## src/hw/rtl/ppt_pkg.sv

```systemverilog
`timescale 1ns / 1ps

package ppt_pkg;

	localparam int RAW_W    = 10;
	localparam int QFRAC_W  = 16;
	localparam int Q_W      = QFRAC_W + 1;
	localparam int DIV_STEPS = QFRAC_W;
	localparam int CFG_IDX_W  = 3;
	localparam int CFG_DATA_W = 16;

	localparam logic [Q_W-1:0] QONE      = 17'd65536;
	localparam logic [Q_W-1:0] AGREE_Q   = 17'd6554;
	localparam logic [Q_W-1:0] PRESSED_Q = 17'd16384;
	localparam logic [Q_W-1:0] LOW_Q     = 17'd3277;
	localparam logic [Q_W-1:0] STARTUP_Q = 17'd16384;

	localparam logic [RAW_W-1:0] RAW_MIN_VALID = 10'd5;
	localparam logic [RAW_W-1:0] RAW_MAX_VALID = 10'd1018;

	localparam logic [7:0]  COUNT_SAT = 8'd255;
	localparam logic [15:0] TIMER_SAT = 16'hFFFF;

	localparam logic [RAW_W-1:0] PEDAL_MIN_RST  = 10'd0;
	localparam logic [RAW_W-1:0] PEDAL_MAX_RST  = 10'd1023;
	localparam logic [RAW_W-1:0] HARD_BRAKE_RST = 10'd200;
	localparam logic [7:0]       DIS_LIMIT_RST  = 8'd4;
	localparam logic [15:0]      IMPL_MS_RST    = 16'd1000;
	localparam logic [7:0]       TORQUE_FS_RST  = 8'h90;

	typedef enum logic [CFG_IDX_W-1:0] {
		REG_PEDAL_MIN  = 3'd0,
		REG_PEDAL_MAX  = 3'd1,
		REG_HARD_BRAKE = 3'd2,
		REG_DIS_LIMIT  = 3'd3,
		REG_IMPL_MS    = 3'd4,
		REG_TORQUE_FS  = 3'd5
	} ppt_reg_t;

	typedef struct packed {
		logic capture;
		logic init;
		logic sel_b;
		logic step;
		logic save_a;
		logic commit;
	} ppt_cmd_t;

endpackage

```

## src/hw/rtl/ppt_ctrl.sv

```systemverilog
`timescale 1ns / 1ps

module ppt_ctrl (
	input  logic               clk,
	input  logic               arst_n,
	input  logic               in_valid,
	output logic               in_ready,
	output logic               out_valid,
	input  logic               out_ready,
	output ppt_pkg::ppt_cmd_t  cmd
);

	localparam int CNT_W = $clog2(ppt_pkg::DIV_STEPS);
	localparam logic [CNT_W-1:0] CNT_LAST = CNT_W'(ppt_pkg::DIV_STEPS - 1);

	typedef enum logic [2:0] {
		ST_IDLE,
		ST_INIT_A,
		ST_DIV_A,
		ST_INIT_B,
		ST_DIV_B,
		ST_DONE
	} state_t;

	state_t           state_q;
	logic [CNT_W-1:0] cnt_q;
	logic             out_valid_q;
	logic             commit;

	assign in_ready  = (state_q == ST_IDLE);
	assign out_valid = out_valid_q;
	assign commit    = (state_q == ST_DONE) && (!out_valid_q || out_ready);

	always_comb begin
		cmd         = '0;
		cmd.capture = in_valid && (state_q == ST_IDLE);
		cmd.init    = (state_q == ST_INIT_A) || (state_q == ST_INIT_B);
		cmd.sel_b   = (state_q == ST_INIT_B);
		cmd.save_a  = (state_q == ST_INIT_B);
		cmd.step    = (state_q == ST_DIV_A) || (state_q == ST_DIV_B);
		cmd.commit  = commit;
	end

	always_ff @(posedge clk or negedge arst_n) begin
		if (!arst_n) begin
			state_q     <= ST_IDLE;
			cnt_q       <= '0;
			out_valid_q <= 1'b0;
		end else begin
			if (commit)
				out_valid_q <= 1'b1;
			else if (out_ready)
				out_valid_q <= 1'b0;

			case (state_q)
				ST_IDLE: begin
					if (in_valid)
						state_q <= ST_INIT_A;
				end
				ST_INIT_A: begin
					cnt_q   <= '0;
					state_q <= ST_DIV_A;
				end
				ST_DIV_A: begin
					cnt_q <= cnt_q + 1'b1;
					if (cnt_q == CNT_LAST)
						state_q <= ST_INIT_B;
				end
				ST_INIT_B: begin
					cnt_q   <= '0;
					state_q <= ST_DIV_B;
				end
				ST_DIV_B: begin
					cnt_q <= cnt_q + 1'b1;
					if (cnt_q == CNT_LAST)
						state_q <= ST_DONE;
				end
				ST_DONE: begin
					if (commit)
						state_q <= ST_IDLE;
				end
				default: state_q <= ST_IDLE;
			endcase
		end
	end

endmodule

```

## src/hw/rtl/ppt_dp.sv

```systemverilog
`timescale 1ns / 1ps

module ppt_dp (
	input  logic                                clk,
	input  logic                                arst_n,
	input  ppt_pkg::ppt_cmd_t                   cmd,
	input  logic                                cfg_we,
	input  logic [ppt_pkg::CFG_IDX_W-1:0]       cfg_index,
	input  logic [ppt_pkg::CFG_DATA_W-1:0]      cfg_data,
	input  logic [ppt_pkg::RAW_W-1:0]           pedal_a_raw,
	input  logic [ppt_pkg::RAW_W-1:0]           pedal_b_raw,
	input  logic [ppt_pkg::RAW_W-1:0]           brake_a_raw,
	input  logic [ppt_pkg::RAW_W-1:0]           brake_b_raw,
	input  logic                                relay_active,
	input  logic [ppt_pkg::RAW_W-1:0]           elapsed_ms,
	output logic [7:0]                          torque,
	output logic                                enable_pulse,
	output logic                                sensor_fault,
	output logic                                disagree_fault,
	output logic                                brake_fault,
	output logic                                startup_fault,
	output logic                                is_precharged
);

	localparam int RW = ppt_pkg::RAW_W;
	localparam int QW = ppt_pkg::Q_W;
	localparam int FW = ppt_pkg::QFRAC_W;

	// configuration
	logic [RW-1:0] pedal_min_q, pedal_max_q, hard_brake_q;
	logic [7:0]    dis_limit_q, torque_fs_q;
	logic [15:0]   impl_ms_q;

	// captured request
	logic [RW-1:0] pa_q, pb_q, ba_q, bb_q, dt_q;
	logic          relay_q;

	// divider
	logic [RW-1:0] rem_q;
	logic [FW-1:0] quo_q;
	logic [QW-1:0] na_q;

	// block state
	logic        pre_q, sd_q, sl_q, dl_q, bl_q, stl_q, tf_q, es_q;
	logic [15:0] timer_q;
	logic [7:0]  dcnt_q;

	// result
	logic [7:0] torque_q;
	logic       pulse_q, sl_o_q, dl_o_q, bl_o_q, stl_o_q, pre_o_q;

	logic [RW-1:0] span, d_a, d_b;
	logic          span_ok, zero_a, zero_b, full_a, full_b;
	logic [RW:0]   dbl;
	logic          ge;
	logic [QW-1:0] n_a, n_b;

	assign span    = pedal_max_q - pedal_min_q;
	assign span_ok = pedal_max_q > pedal_min_q;
	assign d_a     = pa_q - pedal_min_q;
	assign d_b     = pb_q - pedal_min_q;
	assign zero_a  = !span_ok || (pa_q <= pedal_min_q);
	assign zero_b  = !span_ok || (pb_q <= pedal_min_q);
	assign full_a  = d_a >= span;
	assign full_b  = d_b >= span;
	assign dbl     = {rem_q, 1'b0};
	assign ge      = dbl >= {1'b0, span};

	assign n_a = zero_a ? '0 : (full_a ? ppt_pkg::QONE : {1'b0, quo_q});
	assign n_b = zero_b ? '0 : (full_b ? ppt_pkg::QONE : {1'b0, quo_q});

	// per-request decision, evaluated on commit
	logic [QW:0]   sum;
	logic [QW-1:0] avg, diff;
	logic [16:0]   tsum;
	logic [15:0]   timer_n;
	logic          oor_a, oor_b, hard, pressed, allow, pulse_n;
	logic          pre_n, sd_n, sl_n, dl_n, bl_n, stl_n, tf_n, es_n;
	logic [7:0]    dcnt_n;
	logic [24:0]   prod;
	logic [7:0]    torque_n;

	assign sum   = {1'b0, na_q} + {1'b0, n_b};
	assign avg   = sum[QW:1];
	assign diff  = (na_q > n_b) ? (na_q - n_b) : (n_b - na_q);
	assign oor_a = ((pa_q < ppt_pkg::RAW_MIN_VALID) && (pa_q != '0))
		|| (pa_q > ppt_pkg::RAW_MAX_VALID);
	assign oor_b = ((pb_q < ppt_pkg::RAW_MIN_VALID) && (pb_q != '0))
		|| (pb_q > ppt_pkg::RAW_MAX_VALID);
	assign hard    = (ba_q > hard_brake_q) || (bb_q > hard_brake_q);
	assign pressed = avg > ppt_pkg::PRESSED_Q;
	assign tsum    = {1'b0, timer_q} + {7'd0, dt_q};
	assign prod    = {17'd0, torque_fs_q} * {8'd0, avg};

	always_comb begin
		timer_n  = timer_q;
		pre_n    = pre_q;
		sd_n     = sd_q;
		sl_n     = sl_q;
		dl_n     = dl_q;
		bl_n     = bl_q;
		stl_n    = stl_q;
		tf_n     = tf_q;
		es_n     = es_q;
		dcnt_n   = dcnt_q;
		allow    = 1'b1;
		pulse_n  = 1'b0;
		torque_n = '0;

		if (tf_q)
			timer_n = tsum[16] ? ppt_pkg::TIMER_SAT : tsum[15:0];

		if (relay_q) begin
			if (!pre_q) begin
				pre_n = 1'b1;
				sd_n  = 1'b0;
				stl_n = 1'b0;
			end
		end else if (pre_q) begin
			pre_n = 1'b0;
			es_n  = 1'b0;
			sl_n  = 1'b0;
			dl_n  = 1'b0;
			bl_n  = 1'b0;
			stl_n = 1'b0;
			sd_n  = 1'b0;
		end

		if (oor_a || oor_b)
			sl_n = 1'b1;
		if (sl_n)
			allow = 1'b0;

		if (!sl_n) begin
			if (diff >= ppt_pkg::AGREE_Q) begin
				if (dcnt_n != ppt_pkg::COUNT_SAT)
					dcnt_n = dcnt_n + 8'd1;
				if (dcnt_n >= dis_limit_q)
					dl_n = 1'b1;
			end else begin
				dcnt_n = '0;
				if (dl_n && (avg < ppt_pkg::LOW_Q))
					dl_n = 1'b0;
			end
		end
		if (dl_n)
			allow = 1'b0;

		if (!sl_n && !dl_n) begin
			if (hard && pressed) begin
				if (!tf_n) begin
					tf_n    = 1'b1;
					timer_n = '0;
				end else if (timer_n > impl_ms_q) begin
					bl_n = 1'b1;
				end
			end else begin
				tf_n = 1'b0;
				if (bl_n && (avg < ppt_pkg::LOW_Q))
					bl_n = 1'b0;
			end
		end
		if (bl_n)
			allow = 1'b0;

		if (pre_n && !sd_n && allow) begin
			if (avg > ppt_pkg::STARTUP_Q) begin
				stl_n = 1'b1;
			end else begin
				sd_n  = 1'b1;
				stl_n = 1'b0;
			end
		end
		if (stl_n) begin
			allow = 1'b0;
			if (avg < ppt_pkg::LOW_Q) begin
				stl_n = 1'b0;
				sd_n  = 1'b1;
			end
		end

		if (pre_n && allow) begin
			torque_n = prod[23:16];
			if (!es_n) begin
				pulse_n = 1'b1;
				es_n    = 1'b1;
			end
		end else begin
			es_n = 1'b0;
		end
	end

	always_ff @(posedge clk or negedge arst_n) begin
		if (!arst_n) begin
			pedal_min_q  <= ppt_pkg::PEDAL_MIN_RST;
			pedal_max_q  <= ppt_pkg::PEDAL_MAX_RST;
			hard_brake_q <= ppt_pkg::HARD_BRAKE_RST;
			dis_limit_q  <= ppt_pkg::DIS_LIMIT_RST;
			impl_ms_q    <= ppt_pkg::IMPL_MS_RST;
			torque_fs_q  <= ppt_pkg::TORQUE_FS_RST;
			pre_q   <= 1'b0;
			sd_q    <= 1'b0;
			sl_q    <= 1'b0;
			dl_q    <= 1'b0;
			bl_q    <= 1'b0;
			stl_q   <= 1'b0;
			tf_q    <= 1'b0;
			es_q    <= 1'b0;
			timer_q <= '0;
			dcnt_q  <= '0;
		end else begin
			if (cfg_we) begin
				case (cfg_index)
					ppt_pkg::REG_PEDAL_MIN:  pedal_min_q  <= cfg_data[RW-1:0];
					ppt_pkg::REG_PEDAL_MAX:  pedal_max_q  <= cfg_data[RW-1:0];
					ppt_pkg::REG_HARD_BRAKE: hard_brake_q <= cfg_data[RW-1:0];
					ppt_pkg::REG_DIS_LIMIT:  dis_limit_q  <= cfg_data[7:0];
					ppt_pkg::REG_IMPL_MS:    impl_ms_q    <= cfg_data[15:0];
					ppt_pkg::REG_TORQUE_FS:  torque_fs_q  <= cfg_data[7:0];
					default: ;
				endcase
			end
			if (cmd.commit) begin
				pre_q   <= pre_n;
				sd_q    <= sd_n;
				sl_q    <= sl_n;
				dl_q    <= dl_n;
				bl_q    <= bl_n;
				stl_q   <= stl_n;
				tf_q    <= tf_n;
				es_q    <= es_n;
				timer_q <= timer_n;
				dcnt_q  <= dcnt_n;
			end
		end
	end

	always_ff @(posedge clk) begin
		if (cmd.capture) begin
			pa_q    <= pedal_a_raw;
			pb_q    <= pedal_b_raw;
			ba_q    <= brake_a_raw;
			bb_q    <= brake_b_raw;
			relay_q <= relay_active;
			dt_q    <= elapsed_ms;
		end
		if (cmd.init) begin
			rem_q <= cmd.sel_b ? d_b : d_a;
			quo_q <= '0;
		end else if (cmd.step) begin
			rem_q <= ge ? (dbl[RW-1:0] - span) : dbl[RW-1:0];
			quo_q <= {quo_q[FW-2:0], ge};
		end
		if (cmd.save_a)
			na_q <= n_a;
		if (cmd.commit) begin
			torque_q <= torque_n;
			pulse_q  <= pulse_n;
			sl_o_q   <= sl_n;
			dl_o_q   <= dl_n;
			bl_o_q   <= bl_n;
			stl_o_q  <= stl_n;
			pre_o_q  <= pre_n;
		end
	end

	assign torque         = torque_q;
	assign enable_pulse   = pulse_q;
	assign sensor_fault   = sl_o_q;
	assign disagree_fault = dl_o_q;
	assign brake_fault    = bl_o_q;
	assign startup_fault  = stl_o_q;
	assign is_precharged  = pre_o_q;

endmodule

```

## src/hw/rtl/pedal_plausibility_torque_gate_unit.sv

```systemverilog
`timescale 1ns / 1ps
// A request is accepted only while idle; the block takes no new request until
// the result of the last one is committed. One shared restoring divider
// normalizes both pedal readings, 16 quotient bits each, one bit a cycle.
// A result waiting in the output register stalls only the final commit.
// Reset (arst_n low) clears all latches, timer, counters and handshake state
// and loads the configuration registers with their default values.

module pedal_plausibility_torque_gate_unit (
	input  logic                               clk,
	input  logic                               arst_n,
	input  logic                               in_valid,
	output logic                               in_ready,
	input  logic [ppt_pkg::RAW_W-1:0]          pedal_a_raw,
	input  logic [ppt_pkg::RAW_W-1:0]          pedal_b_raw,
	input  logic [ppt_pkg::RAW_W-1:0]          brake_a_raw,
	input  logic [ppt_pkg::RAW_W-1:0]          brake_b_raw,
	input  logic                               relay_active,
	input  logic [ppt_pkg::RAW_W-1:0]          elapsed_ms,
	output logic                               out_valid,
	input  logic                               out_ready,
	output logic [7:0]                         torque,
	output logic                               enable_pulse,
	output logic                               sensor_fault,
	output logic                               disagree_fault,
	output logic                               brake_fault,
	output logic                               startup_fault,
	output logic                               is_precharged,
	input  logic                               cfg_valid,
	output logic                               cfg_ready,
	input  logic [ppt_pkg::CFG_IDX_W-1:0]      cfg_index,
	input  logic [ppt_pkg::CFG_DATA_W-1:0]     cfg_data
);

	ppt_pkg::ppt_cmd_t cmd;

	assign cfg_ready = 1'b1;

	ppt_ctrl u_ctrl (
		.clk       (clk),
		.arst_n    (arst_n),
		.in_valid  (in_valid),
		.in_ready  (in_ready),
		.out_valid (out_valid),
		.out_ready (out_ready),
		.cmd       (cmd)
	);

	ppt_dp u_dp (
		.clk            (clk),
		.arst_n         (arst_n),
		.cmd            (cmd),
		.cfg_we         (cfg_valid && cfg_ready),
		.cfg_index      (cfg_index),
		.cfg_data       (cfg_data),
		.pedal_a_raw    (pedal_a_raw),
		.pedal_b_raw    (pedal_b_raw),
		.brake_a_raw    (brake_a_raw),
		.brake_b_raw    (brake_b_raw),
		.relay_active   (relay_active),
		.elapsed_ms     (elapsed_ms),
		.torque         (torque),
		.enable_pulse   (enable_pulse),
		.sensor_fault   (sensor_fault),
		.disagree_fault (disagree_fault),
		.brake_fault    (brake_fault),
		.startup_fault  (startup_fault),
		.is_precharged  (is_precharged)
	);

endmodule

```

## config.mk

```make
export PLATFORM = sky130hd
export DESIGN_NAME = pedal_plausibility_torque_gate_unit
export DESIGN_NICKNAME = d
export VERILOG_FILES = /design/src/hw/rtl/ppt_pkg.sv /design/src/hw/rtl/ppt_ctrl.sv /design/src/hw/rtl/ppt_dp.sv /design/src/hw/rtl/pedal_plausibility_torque_gate_unit.sv
export SDC_FILE = /design/constraint.sdc
export NUM_CORES = 1
export LEC_CHECK = 0
export BUFFER_PORTS_ARGS = -buffer_cell sky130_fd_sc_hd__buf_2
export CELL_PAD_IN_SITES_DETAIL_PLACEMENT = 0
export CELL_PAD_IN_SITES_GLOBAL_PLACEMENT = 1
export CORE_ASPECT_RATIO = 1.1
export CORE_MARGIN = 2
export CORE_UTILIZATION = 53
export CTS_CLUSTER_SIZE = 14
export DETAILED_ROUTE_END_ITERATION = 8
export GPL_TIMING_DRIVEN = 0
export PLACE_DENSITY = 0.95
export SLEW_MARGIN = 5
export SYNTH_ARGS = -nofsm -noshare
export SYNTH_HDL_FRONTEND = slang
export SYNTH_SLANG_ARGS = --single-unit
export TNS_END_PERCENT = 1
```

## constraint.sdc

```tcl
create_clock -name clk -period 15.2 [get_ports clk]
set_input_delay 0.76 -clock clk [delete_from_list [all_inputs] [get_ports clk]]
set_output_delay 0.76 -clock clk [all_outputs]
set_load 0.05 [all_outputs]
```

==> impl_metrics.csv, run 1 <==
group,metric,value,unit
synthesis,ys_warn_count,0,
sta,max_slew_margin,16.5,%
synthesis,synth_edf_count,92,
cells_and_area,diodes,0,
clock_tree,cts.repair.resized,0,
critical_path,crit_path_top_delay_cell,"a221oi_1",
critical_path,max_stage_delay,0.89,ns
critical_path,crit_fanout,10,
sta,worst_pin_slew,1.25,ns
detailed_routing,detail-route-antenna-nets,0,
synthesis,synthCells,2106,
run,cap_violations,0,
floorplanning,start_util,53.7,%
global_route,antenna_found_initial,1,
detailed_routing,via_per_inst,5.80,
sta,rsz0062_at_grt,"false",
synthesis,yosysSeqAreaShare,29.2,%
synthesis,syn-num-nets,2478,
cells_and_area,fin_area,21300,sq um
detailed_routing,wl_per_cell,17.7,microns
sta,fmax,0.0878,GHz
critical_path,startpoint,"u_dp.pedal_min_q[1]",
power_and_ir_drop,p_total,4.63,mW
sta,tns,0,ns
power_and_ir_drop,p_per_area,218,nW/um^2
min_path,hp-class,"in -> async",
critical_path,crit_type,"reg -> reg",
critical_path,r2r-end,"u_dp.torque[7]",
sta,setup_viol_count_final,0,
sta,setup_ws,3.81,ns
cells_and_area,fin_util,58.9,%
global_route,grt_usage,25.7,%
synthesis,ys_ff_latch,210,
synthesis,synthFlopType,"edfxtp_1",
power_and_ir_drop,leakagePower,9.57,nW
critical_path,crit_required,15.47,ns
sta,hold_viol_final,0,
clock_tree,htreeDepth,1,
placement,dp_cells,2684,
placement,dp_slack,3.85,ns
critical_path,crit_path_end_kind,"flip-flop",
detailed_routing,drc,0,
cells_and_area,synthToLayoutAreaGrowth,9.58,%
synthesis,syn_area,19400,sq um
global_route,grt_overflow,0,
critical_path,arrival,11.67,ns
cells_and_area,final_cell_mix,"inv_1, ha_1, nand2_1, o21ai_0, nor2_1",
critical_path,r2r_slack,3.81,ns
global_route,grt_pass1_vias,16136,
sta,post-route-min-period,11.39,ns
floorplanning,die_y,205,microns
critical_path,endpoint,"u_dp.torque[7]",
clock_tree,clockBufferDepth,3,
critical_path,critPathLaunchType,"flip-flop",
detailed_routing,drtPass1Iterations,5,
cells_and_area,nets,2594,
floorplanning,ioPinCount,92,
placement,hpwl,37700,microns
sta,slew_violations,0,
placement,post_dp_cell_area,20500,sq um
synthesis,syn_area_per_cell,9.22,sq um
clock_tree,cts_buffers,23,
placement,port_buffers,89,
detailed_routing,route.final.wire_length,48100,microns
critical_path,ff2ff_path_depth,39,
cells_and_area,final_common_cell,"inv_1",
clock_tree,worstSkewPairLatency,0.52,ns
sta,min_period_over_period,74.9,%
synthesis,ys_async_sr_fraction,48.6,%
cells_and_area,drive_gt1_share,10.0,%
outcome,status,"finished clean",
floorplanning,die_w,187,microns
clock_tree,cts-root-buf,"clkbuf_16",
global_route,grt_max_degree,70,
critical_path,r2r_start,"u_dp.pedal_min_q[1]",
clock_tree,post_cts_buffers,0,
clock_tree,cts.sinks,210,
cells_and_area,stdcell_count,2725,
floorplanning,die-area,38200,sq um
clock_tree,holdBufCountCts,0,
global_route,grt_pass1_wl,80500,microns
clock_tree,cts_tree,"done",
synthesis,synth_cell_type_count,92,
power_and_ir_drop,vdd_drop_max,0.000195,V
sta,hold_ws,0.206,ns
detailed_routing,vias,15797,
sta,fin_skew,0.0122,ns
clock_tree,cts.reportedPaths.clkPinSlew,0.06,ns
detailed_routing,drt_iter0_markers,1052,
floorplanning,core,36200,sq um
floorplanning,fp-row-count,73,
placement,place_congestion,0.948,
-- layer usage --
metal / vias to the layer above / routed length (microns) / GRT usage (%)
met5: - / 13 / 0
met3: 102 / 2310 / 2.55
met4: 2 / 1410 / 8.87
li1: 7599 / - / -
met1: 7633 / 20600 / 32.6
met2: 461 / 23700 / 46.1
-- how the worst min path moves through the flow --
stage / startpoint / to
global placement: u_dp.quo_q[10] / u_dp.quo_q[11]
CTS: arst_n / u_ctrl.cnt_q[3]
detailed placement: u_dp.quo_q[3] / u_dp.quo_q[4]
finish: arst_n / u_ctrl.state_q[1]
global route: arst_n / u_ctrl.state_q[1]
floorplan: u_dp.quo_q[9] / u_dp.quo_q[10]
-- where the power goes --
group,switching (mW),internal (mW)
Sequential,0.109,0.778
Clock,0.232,0.331
Combinational,1.87,1.31
-- worst max-delay path: cells and delay by family, from the launching register on --
family | cells | cell delay, ns
compound gates | 17 | 5.09
fa+ha+maj | 8 | 3.25
simple gates | 9 | 1.65
xor+xnor | 2 | 0.45
flops | 1 | 0.43
buf+inv | 3 | 0.28
-- cells by family after synthesis --
kind of cell	count (synthesis)	synth area share [%]
compound gates	464	16.9
xor+xnor	63	2.84
fa+ha+maj	298	22.9
buf+inv	333	6.62
flops	210	29.2
mux	54	2.98
other cells	1	0.0193
simple gates	683	18.6
-- flip-flops by register name (all words and copies together) (netlist names), 3 cells and up --
signal,count
u_ctrl.cnt_q,4
u_ctrl.state_q,3
u_dp.ba_q,10
u_dp.bb_q,10
u_dp.dcnt_q,8
u_dp.dis_limit_q,8
u_dp.dt_q,10
u_dp.hard_brake_q,10
u_dp.impl_ms_q,16
u_dp.na_q,17
u_dp.pa_q,10
u_dp.pb_q,10
u_dp.pedal_max_q,10
u_dp.pedal_min_q,10
u_dp.quo_q,16
u_dp.rem_q,10
u_dp.timer_q,16
u_dp.torque,8
u_dp.torque_fs_q,8
-- synthesized netlist by cell type (26+ instances only) --
| library cell | instances | area (sq um) |
|---|---|---|
| inv_1 | 258 | 968 |
| ha_1 | 201 | 2510 |
| nand2_1 | 196 | 736 |
| nor2_1 | 102 | 383 |
| o21ai_0 | 102 | 510 |
| fa_1 | 96 | 1920 |
| edfxtp_1 | 92 | 2760 |
| a21oi_1 | 85 | 425 |
| nor2b_1 | 81 | 507 |
| dfrtp_1 | 80 | 2000 |
| and2_1 | 77 | 482 |
| clkbuf_1 | 65 | 244 |
| xnor2_1 | 47 | 412 |
| nand3_1 | 40 | 200 |
| a21o_1 | 36 | 270 |
| o31ai_1 | 33 | 248 |
| nand2b_1 | 32 | 200 |
| mux2_2 | 31 | 349 |
| nor3_1 | 30 | 150 |
| a211oi_1 | 26 | 195 |
-- final cells by class --
| type | count | area, sq um |
|---|---|---|
| Fill cell | 3192 | 14900 |
| Multi-Input combinational cell | 1563 | 12500 |
| Sequential cell | 210 | 5660 |
| Inverter | 259 | 972 |
| Tap cell | 487 | 609 |
| Clock buffer | 25 | 583 |
| Timing Repair Buffer | 91 | 495 |
| Buffer | 74 | 313 |
| Clock inverter | 16 | 170 |
(Power assumes the default switching activity.)
==> run 2: changes to the inputs <==
--- a/config.mk
+++ b/config.mk
@@ -5,16 +5,17 @@
 export SDC_FILE = /design/constraint.sdc
 export NUM_CORES = 1
 export LEC_CHECK = 0
+export ABC_AREA = 1
 export BUFFER_PORTS_ARGS = -buffer_cell sky130_fd_sc_hd__buf_2
 export CELL_PAD_IN_SITES_DETAIL_PLACEMENT = 0
 export CELL_PAD_IN_SITES_GLOBAL_PLACEMENT = 1
 export CORE_ASPECT_RATIO = 1.1
 export CORE_MARGIN = 2
-export CORE_UTILIZATION = 53
+export CORE_UTILIZATION = 43
 export CTS_CLUSTER_SIZE = 14
 export DETAILED_ROUTE_END_ITERATION = 8
 export GPL_TIMING_DRIVEN = 0
-export PLACE_DENSITY = 0.95
+export PLACE_DENSITY = 0.89
 export SLEW_MARGIN = 5
 export SYNTH_ARGS = -nofsm -noshare
 export SYNTH_HDL_FRONTEND = slang
==> constraint.sdc (replaced) <==
create_clock -name clk -period 9.6 [get_ports clk]
set_input_delay 0.48 -clock clk [delete_from_list [all_inputs] [get_ports clk]]
set_output_delay 0.48 -clock clk [all_outputs]
set_load 0.05 [all_outputs]
==> run 2 against run 1 <==
Net effect:
- combinational power up 51%
- sequential power up 59%
- synthesized area down 0.85%
- fmax up 25%
- sequential share of layout area down 0.23 points
- die area up 22%
- wire length down 0.87%
- synthesized cell count up 18%
- global-route usage down 4.6 points
- register-to-register slack worse by 3.3 ns
- critical path type unchanged
- largest cell class unchanged
==> impl_metrics.csv, run 2 <==
group,metric,value,unit
cells_and_area,regMostFlops,"u_dp.na_q",
placement,dp_cells,3164,
placement,hpwl,38800,microns
floorplanning,die-area,46500,sq um
sta,post-route-min-period,9.10,ns
sta,tns,0,ns
run,cap_violations,0,
global_route,grt_use_met2,38.1,%
global_route,grt_max_degree,62,
synthesis,synth_edf_count,92,
synthesis,yosys-top-cells-area,"edfxtp_1, ha_1, dfrtp_1",
power_and_ir_drop,leakagePower,10.9,nW
sta,slew_violations,0,
critical_path,crit_type,"reg -> reg",
power_and_ir_drop,vdd_drop_max,0.000200,V
detailed_routing,detail-route-antenna-nets,0,
outcome,status,"finished clean",
detailed_routing,vias,16490,
detailed_routing,via_per_inst,5.14,
synthesis,syn-num-nets,2862,
synthesis,ys_ff_latch,210,
synthesis,yosysMostFrequentCell,"nand2_1",
sta,fmax,0.110,GHz
clock_tree,cts.reportedPaths.clkPinSlew,0.06,ns
synthesis,synth_top_area_share,14.3,%
synthesis,syn_area_per_cell,7.73,sq um
clock_tree,cts-root-buf,"clkbuf_16",
synthesis,synth_cell_type_count,57,
synthesis,synthCells,2490,
floorplanning,ioPinCount,92,
synthesis,synth_commonest_cells,"nand2_1, inv_1, nor2_1, ha_1, o21ai_0",
critical_path,crit_fanout,10,
clock_tree,worstSkewPairLatency,0.53,ns
placement,dp_slack,0.0836,ns
power_and_ir_drop,p_total,7.14,mW
synthesis,synthFlopType,"edfxtp_1",
cells_and_area,largest_reg_flops,17,
critical_path,max_stage_delay,0.54,ns
synthesis,ys_async_sr_fraction,48.6,%
cells_and_area,diodes,0,
critical_path,path_buf_inv,7,
clock_tree,cts_tree,"done",
detailed_routing,drc,0,
global_route,grt_pass1_vias,16648,
synthesis,syn_area,19300,sq um
clock_tree,htreeDepth,1,
critical_path,arrival,9.38,ns
detailed_routing,drt_iter0_markers,1051,
clock_tree,cts_buffers,23,
sta,setup_viol_count_final,0,
clock_tree,clockBufferDepth,3,
sta,rsz0062_at_grt,"true",
sta,hold_viol_final,0,
global_route,grt_pass1_wl,80100,microns
cells_and_area,fin_util,48.4,%
critical_path,path_common_cell,"nand2_1",
cells_and_area,nets,2985,
detailed_routing,wl_per_cell,14.9,microns
synthesis,yosysSeqAreaShare,29.4,%
cells_and_area,final_cell_mix,"nand2_1, inv_1, nor2_1, ha_1, o21ai_0",
min_path,hp-class,"in -> reg",
cells_and_area,final_common_cell,"nand2_1",
critical_path,crit_path_top_delay_cell,"dfstp_2",
critical_path,crit_path_end_kind,"flip-flop",
floorplanning,core,44400,sq um
cells_and_area,drive_gt1_share,10.4,%
sta,fin_skew,0.0149,ns
global_route,grt_overflow,0,
floorplanning,fp-row-count,81,
synthesis,ys_warn_count,0,
sta,min_period_over_period,94.8,%
global_route,grt.met3_usage,2.48,%
critical_path,crit_required,9.89,ns
global_route,grt_util_met1,26.4,%
power_and_ir_drop,p_per_area,333,nW/um^2
sta,setup_ws,0.503,ns
global_route,antenna_found_initial,0,
critical_path,critPathLaunchType,"flip-flop",
global_route,busiest_layer,"met2",
floorplanning,start_util,43.4,%
placement,place_congestion,0.944,
floorplanning,die_y,226,microns
detailed_routing,route.final.wire_length,47700,microns
synthesis,synth_top_area_cell,"edfxtp_1",
sta,worst_pin_slew,1.27,ns
floorplanning,die_w,206,microns
critical_path,critical_path.top_delay_family,"adder cells",
cells_and_area,synthToLayoutAreaGrowth,11.5,%
placement,port_buffers,90,
cells_and_area,stdcell_count,3211,
clock_tree,cts.sinks,210,
sta,max_slew_margin,15.1,%
global_route,grt_usage,21.2,%
detailed_routing,drtPass1Iterations,6,
-- run 2: cell types whose count changed after synthesis, sizes merged, moves of 31 or more --
cell    delta
nand2b    -32
nor2     +154
nor2b     -81
o31ai     -37
nand2    +332
mux2      -31
o21ai     +46
inv      +221
clkbuf    -37
nand3     +78
a21oi     +51
and2      -76
xor2      +45
-- run 2: final cells by class --
class | instances | area, sq um
plain buffers | 52 | 290
flip-flops and latches | 210 | 5660
clock buffers | 28 | 657
clock inverters | 14 | 141
repair buffers | 98 | 552
inverters | 486 | 1820
well taps | 581 | 727
fillers | 4345 | 22900
multi-input cells | 1742 | 11600
-- run 2: worst paths after layout --
check	startpoint	end	slack (ns)	cells after the start
setup / recovery	u_dp.pedal_max_q[0]	u_dp.torque[7]	0.50	40
hold / removal	elapsed_ms[9]	u_dp.dt_q[9]	0.12	1
setup reg to reg	u_dp.pedal_max_q[0]	u_dp.torque[7]	0.50	40
hold reg to reg	u_dp.dis_limit_q[6]	u_dp.dis_limit_q[6]	0.49	2
max in group asynchronous	arst_n	u_dp.hard_brake_q[3]	8.35	3
min in group asynchronous	arst_n	u_ctrl.out_valid	0.50	2
-- run 2: worst reg2reg max path, delay by kind of cell (launching register included) --
family	cells	cell delay [ns]
AO/OA/AOI/OAI	8	1.42
buffers and inverters	7	0.70
AND/OR/NAND/NOR	14	1.92
flip-flops	1	0.54
XOR/XNOR	2	0.55
adder cells (fa/ha/maj)	9	3.70
-- run 2: routing by layer --
layer	up-vias	routed length, microns
met2	416	23600
li1	8225	-
met5	-	0
met4	0	1230
met3	86	2180
met1	7763	20600
-- run 2: cells by family after synthesis --
family	after synthesis	synth area share (%)
buffers and inverters	538	11.0
XOR/XNOR	82	3.96
AND/OR/NAND/NOR	985	21.7
flip-flops	210	29.4
other	1	0.0195
AO/OA/AOI/OAI	377	10.9
adder cells (fa/ha/maj)	297	23.0
-- run 2: repair_timing --
action | in CTS | in global routing
gates resized for setup | 0 | 28
setup endpoints to repair | 0 | 8
hold buffers | 1 | 0
setup buffers | 0 | 4
endpoints found under the hold margin | 29 | 0
-- run 2: report_power, final --
group          internal [mW]  switching [mW]  leakage (nW)
combinational           1.73            3.09          8.32
clock                  0.546           0.377         0.396
sequential              1.25           0.157          2.22
-- run 2: through the flow --
step	hold slack (ns)	cell area [sq um]
2_1_floorplan	0.184	19300
3_3_place_gp	0.467	20400
6_report	0.118	21500
5_1_grt	0.0983	21500
4_1_cts	0.0938	21300
3_5_place_dp	0.472	20500
==> run 3: changes to the inputs <==
--- a/config.mk
+++ b/config.mk
@@ -11,11 +11,11 @@
 export CELL_PAD_IN_SITES_GLOBAL_PLACEMENT = 1
 export CORE_ASPECT_RATIO = 1.1
 export CORE_MARGIN = 2
-export CORE_UTILIZATION = 43
+export CORE_UTILIZATION = 48
 export CTS_CLUSTER_SIZE = 14
 export DETAILED_ROUTE_END_ITERATION = 8
 export GPL_TIMING_DRIVEN = 0
-export PLACE_DENSITY = 0.89
+export PLACE_DENSITY = 0.94
 export SLEW_MARGIN = 5
 export SYNTH_ARGS = -nofsm -noshare
 export SYNTH_HDL_FRONTEND = slang
==> constraint.sdc (replaced) <==
create_clock -name clk -period 9.1 [get_ports clk]
set_input_delay 0.455 -clock clk [delete_from_list [all_inputs] [get_ports clk]]
set_output_delay 0.455 -clock clk [all_outputs]
set_load 0.05 [all_outputs]
==> run 3 against run 2 <==
Net effect:
- clock skew decreased by 0.0063 ns
- sequential share of layout area fell by 0.52 points
- final cell count shrank 1.6%
- cell area grew 2.0%
- global-route usage up 2.4 points
- setup slack lost 0.025 ns
- fmax is 5.5% higher
- core utilization grew 7.3 points
- hold slack worse by 0.018 ns
- critical path type unchanged
- largest cell class unchanged
==> impl_metrics.csv, run 3 (synthesis results as in run 2) <==
group,metric,value,unit
outcome,status,"finished clean",
cells_and_area,largest_reg_flops,17,
critical_path,r2r_start,"u_dp.pedal_min_q[0]",
detailed_routing,wl_per_cell,15.4,microns
critical_path,max_stage_delay,0.55,ns
critical_path,crit_path_end_kind,"flip-flop",
sta,hold_viol_final,0,
clock_tree,cts.sinks,210,
global_route,grt_pass1_wl,81100,microns
global_route,antenna_found_initial,0,
critical_path,r2r-end,"u_dp.torque[7]",
critical_path,crit_required,9.38,ns
detailed_routing,route.final.wire_length,48800,microns
cells_and_area,final_cell_mix,"nand2_1, inv_1, nor2_1, ha_1, o21ai_0",
detailed_routing,drc,0,
sta,post-route-min-period,8.62,ns
power_and_ir_drop,vdd_drop_max,0.000351,V
sta,fmax,0.116,GHz
clock_tree,cts_tree,"done",
detailed_routing,vias,16658,
detailed_routing,drt_iter0_markers,1041,
cells_and_area,nets,3006,
clock_tree,htreeDepth,1,
sta,max_slew_margin,15.8,%
global_route,grt.met3_usage,2.22,%
global_route,busiest_layer,"met2",
sta,fin_skew,0.00864,ns
sta,setup_viol_count_final,0,
global_route,grt_max_degree,71,
placement,port_buffers,90,
global_route,grt_util_met1,29.8,%
global_route,grt_usage,23.6,%
detailed_routing,drtPass1Iterations,7,
clock_tree,cts.reportedPaths.clkPinSlew,0.07,ns
floorplanning,start_util,48.9,%
cells_and_area,synthToLayoutAreaGrowth,13.7,%
sta,slew_violations,0,
placement,hpwl,38900,microns
placement,place_congestion,0.923,
floorplanning,ioPinCount,92,
global_route,grt_overflow,0,
floorplanning,die_w,195,microns
min_path,hp-start,"relay_active",
power_and_ir_drop,p_total,7.93,mW
cells_and_area,fillCellCount,3716,
min_path,hp-class,"in -> reg",
cells_and_area,final_common_cell,"nand2_1",
critical_path,critPathLaunchType,"flip-flop",
min_path,min_to,"u_dp.relay_q",
critical_path,crit_type,"reg -> reg",
floorplanning,die-area,41700,sq um
sta,min_period_over_period,94.7,%
sta,rsz0062_at_grt,"true",
global_route,grt_use_met2,42.4,%
sta,hold_ws,0.100,ns
critical_path,path_common_cell,"inv_1",
clock_tree,worstSkewPairLatency,0.53,ns
clock_tree,clockBufferDepth,3,
critical_path,crit_fanout,10,
min_path,holdPathStages,1,
sta,worst_pin_slew,1.26,ns
floorplanning,fp-row-count,76,
cells_and_area,drive_gt1_share,13.3,%
detailed_routing,via_per_inst,5.27,
detailed_routing,detail-route-antenna-nets,0,
critical_path,r2r_slack,0.48,ns
run,cap_violations,0,
floorplanning,die_y,214,microns
critical_path,ff2ff_path_depth,39,
clock_tree,cts_buffers,23,
global_route,grt_pass1_vias,16905,
clock_tree,cts-root-buf,"clkbuf_16",
critical_path,arrival,8.90,ns
power_and_ir_drop,p_per_area,362,nW/um^2
cells_and_area,regMostFlops,"u_dp.na_q",
placement,dp_cells,3090,
floorplanning,core,39400,sq um
power_and_ir_drop,leakagePower,11.1,nW
cells_and_area,stdcell_count,3159,
critical_path,crit_path_top_delay_cell,"fa_1",
sta,tns,0,ns
run 3: changes by cell type in the layout (fill, tap and decap cells not counted), moves of 6 or more:
cell	previous run	this run
a21oi_2	7	13
nand2_1	500	489
nor2_1	238	229
nand2_4	2	8
inv_1	469	463
ha_1	200	194
nand2_2	26	32
o21ai_0	138	132
buf_4	16	35
nor2_2	14	21
xor2_1	55	49
a21oi_1	130	122
run 3: worst max path at each step:
stage,startpoint,endpoint,slack (ns),cells after the start
after floorplan,u_dp.pedal_max_q[0],u_dp.torque[7],0.96,40
after global placement,u_dp.pedal_max_q[0],u_dp.torque[7],-0.44,40
after detailed placement,u_dp.pedal_max_q[0],u_dp.torque[7],-0.59,40
after CTS,u_dp.pedal_min_q[1],u_dp.torque[7],0.02,43
after global routing,u_dp.pedal_max_q[2],u_dp.torque[7],-0.11,46
final,u_dp.pedal_min_q[0],u_dp.torque[7],0.48,39
run 3: what timing repair did:
action | CTS | global route
buffers inserted | 0 | 24
setup endpoints to repair | 8 | 8
hold buffers | 1 | 0
pin swaps | 0 | 32
endpoints found under the hold margin | 30 | 0
gates resized for setup | 16 | 101
cloned | 0 | 1
run 3: metrics by stage:
step / instance area (sq um) / util (%) / setup WS, ns
finish: 21900 / 55.6 / 0.478
detailed placement: 20400 / 51.9 / -0.595
CTS: 21300 / 54.1 / 0.0204
global placement: 20300 / 51.7 / -0.444
floorplan: 19300 / - / 0.958
global route: 21900 / 55.6 / -0.112
run 3: final cells by class:
type	count	area [sq um]	area share (%)
multi-input combinational	1743	11900	54.5
sequential	210	5660	25.9
inverter	486	1830	8.35
timing repair buffer	118	718	3.28
tap	507	634	2.90
clock buffer	25	604	2.76
buffer	52	305	1.39
clock inverter	17	203	0.925
antenna	1	2.50	0.0114
run 3: metal layers:
layer  vias to the layer above  wire length, microns
met1                      7865                 20800
met3                        88                  2400
li1                       8241                     -
met4                         0                  1350
met2                       464                 24200
met5                         -                     0
run 3: power by group:
group / leakage, nW / total [mW] / internal (mW) / switching (mW)
clock network: 0.397 / 0.992 / 0.598 / 0.395
registers: 2.22 / 1.49 / 1.32 / 0.172
logic: 8.49 / 5.45 / 2.00 / 3.45
run 3: critical path: cells and delay by family, from the launching register on:
family,cells,cell delay (ns)
AO/OA/AOI/OAI,7,1.24
XOR/XNOR,3,0.66
adder cells (fa/ha/maj),9,3.72
buffers and inverters,8,0.80
flip-flops,1,0.44
AND/OR/NAND/NOR,12,1.50
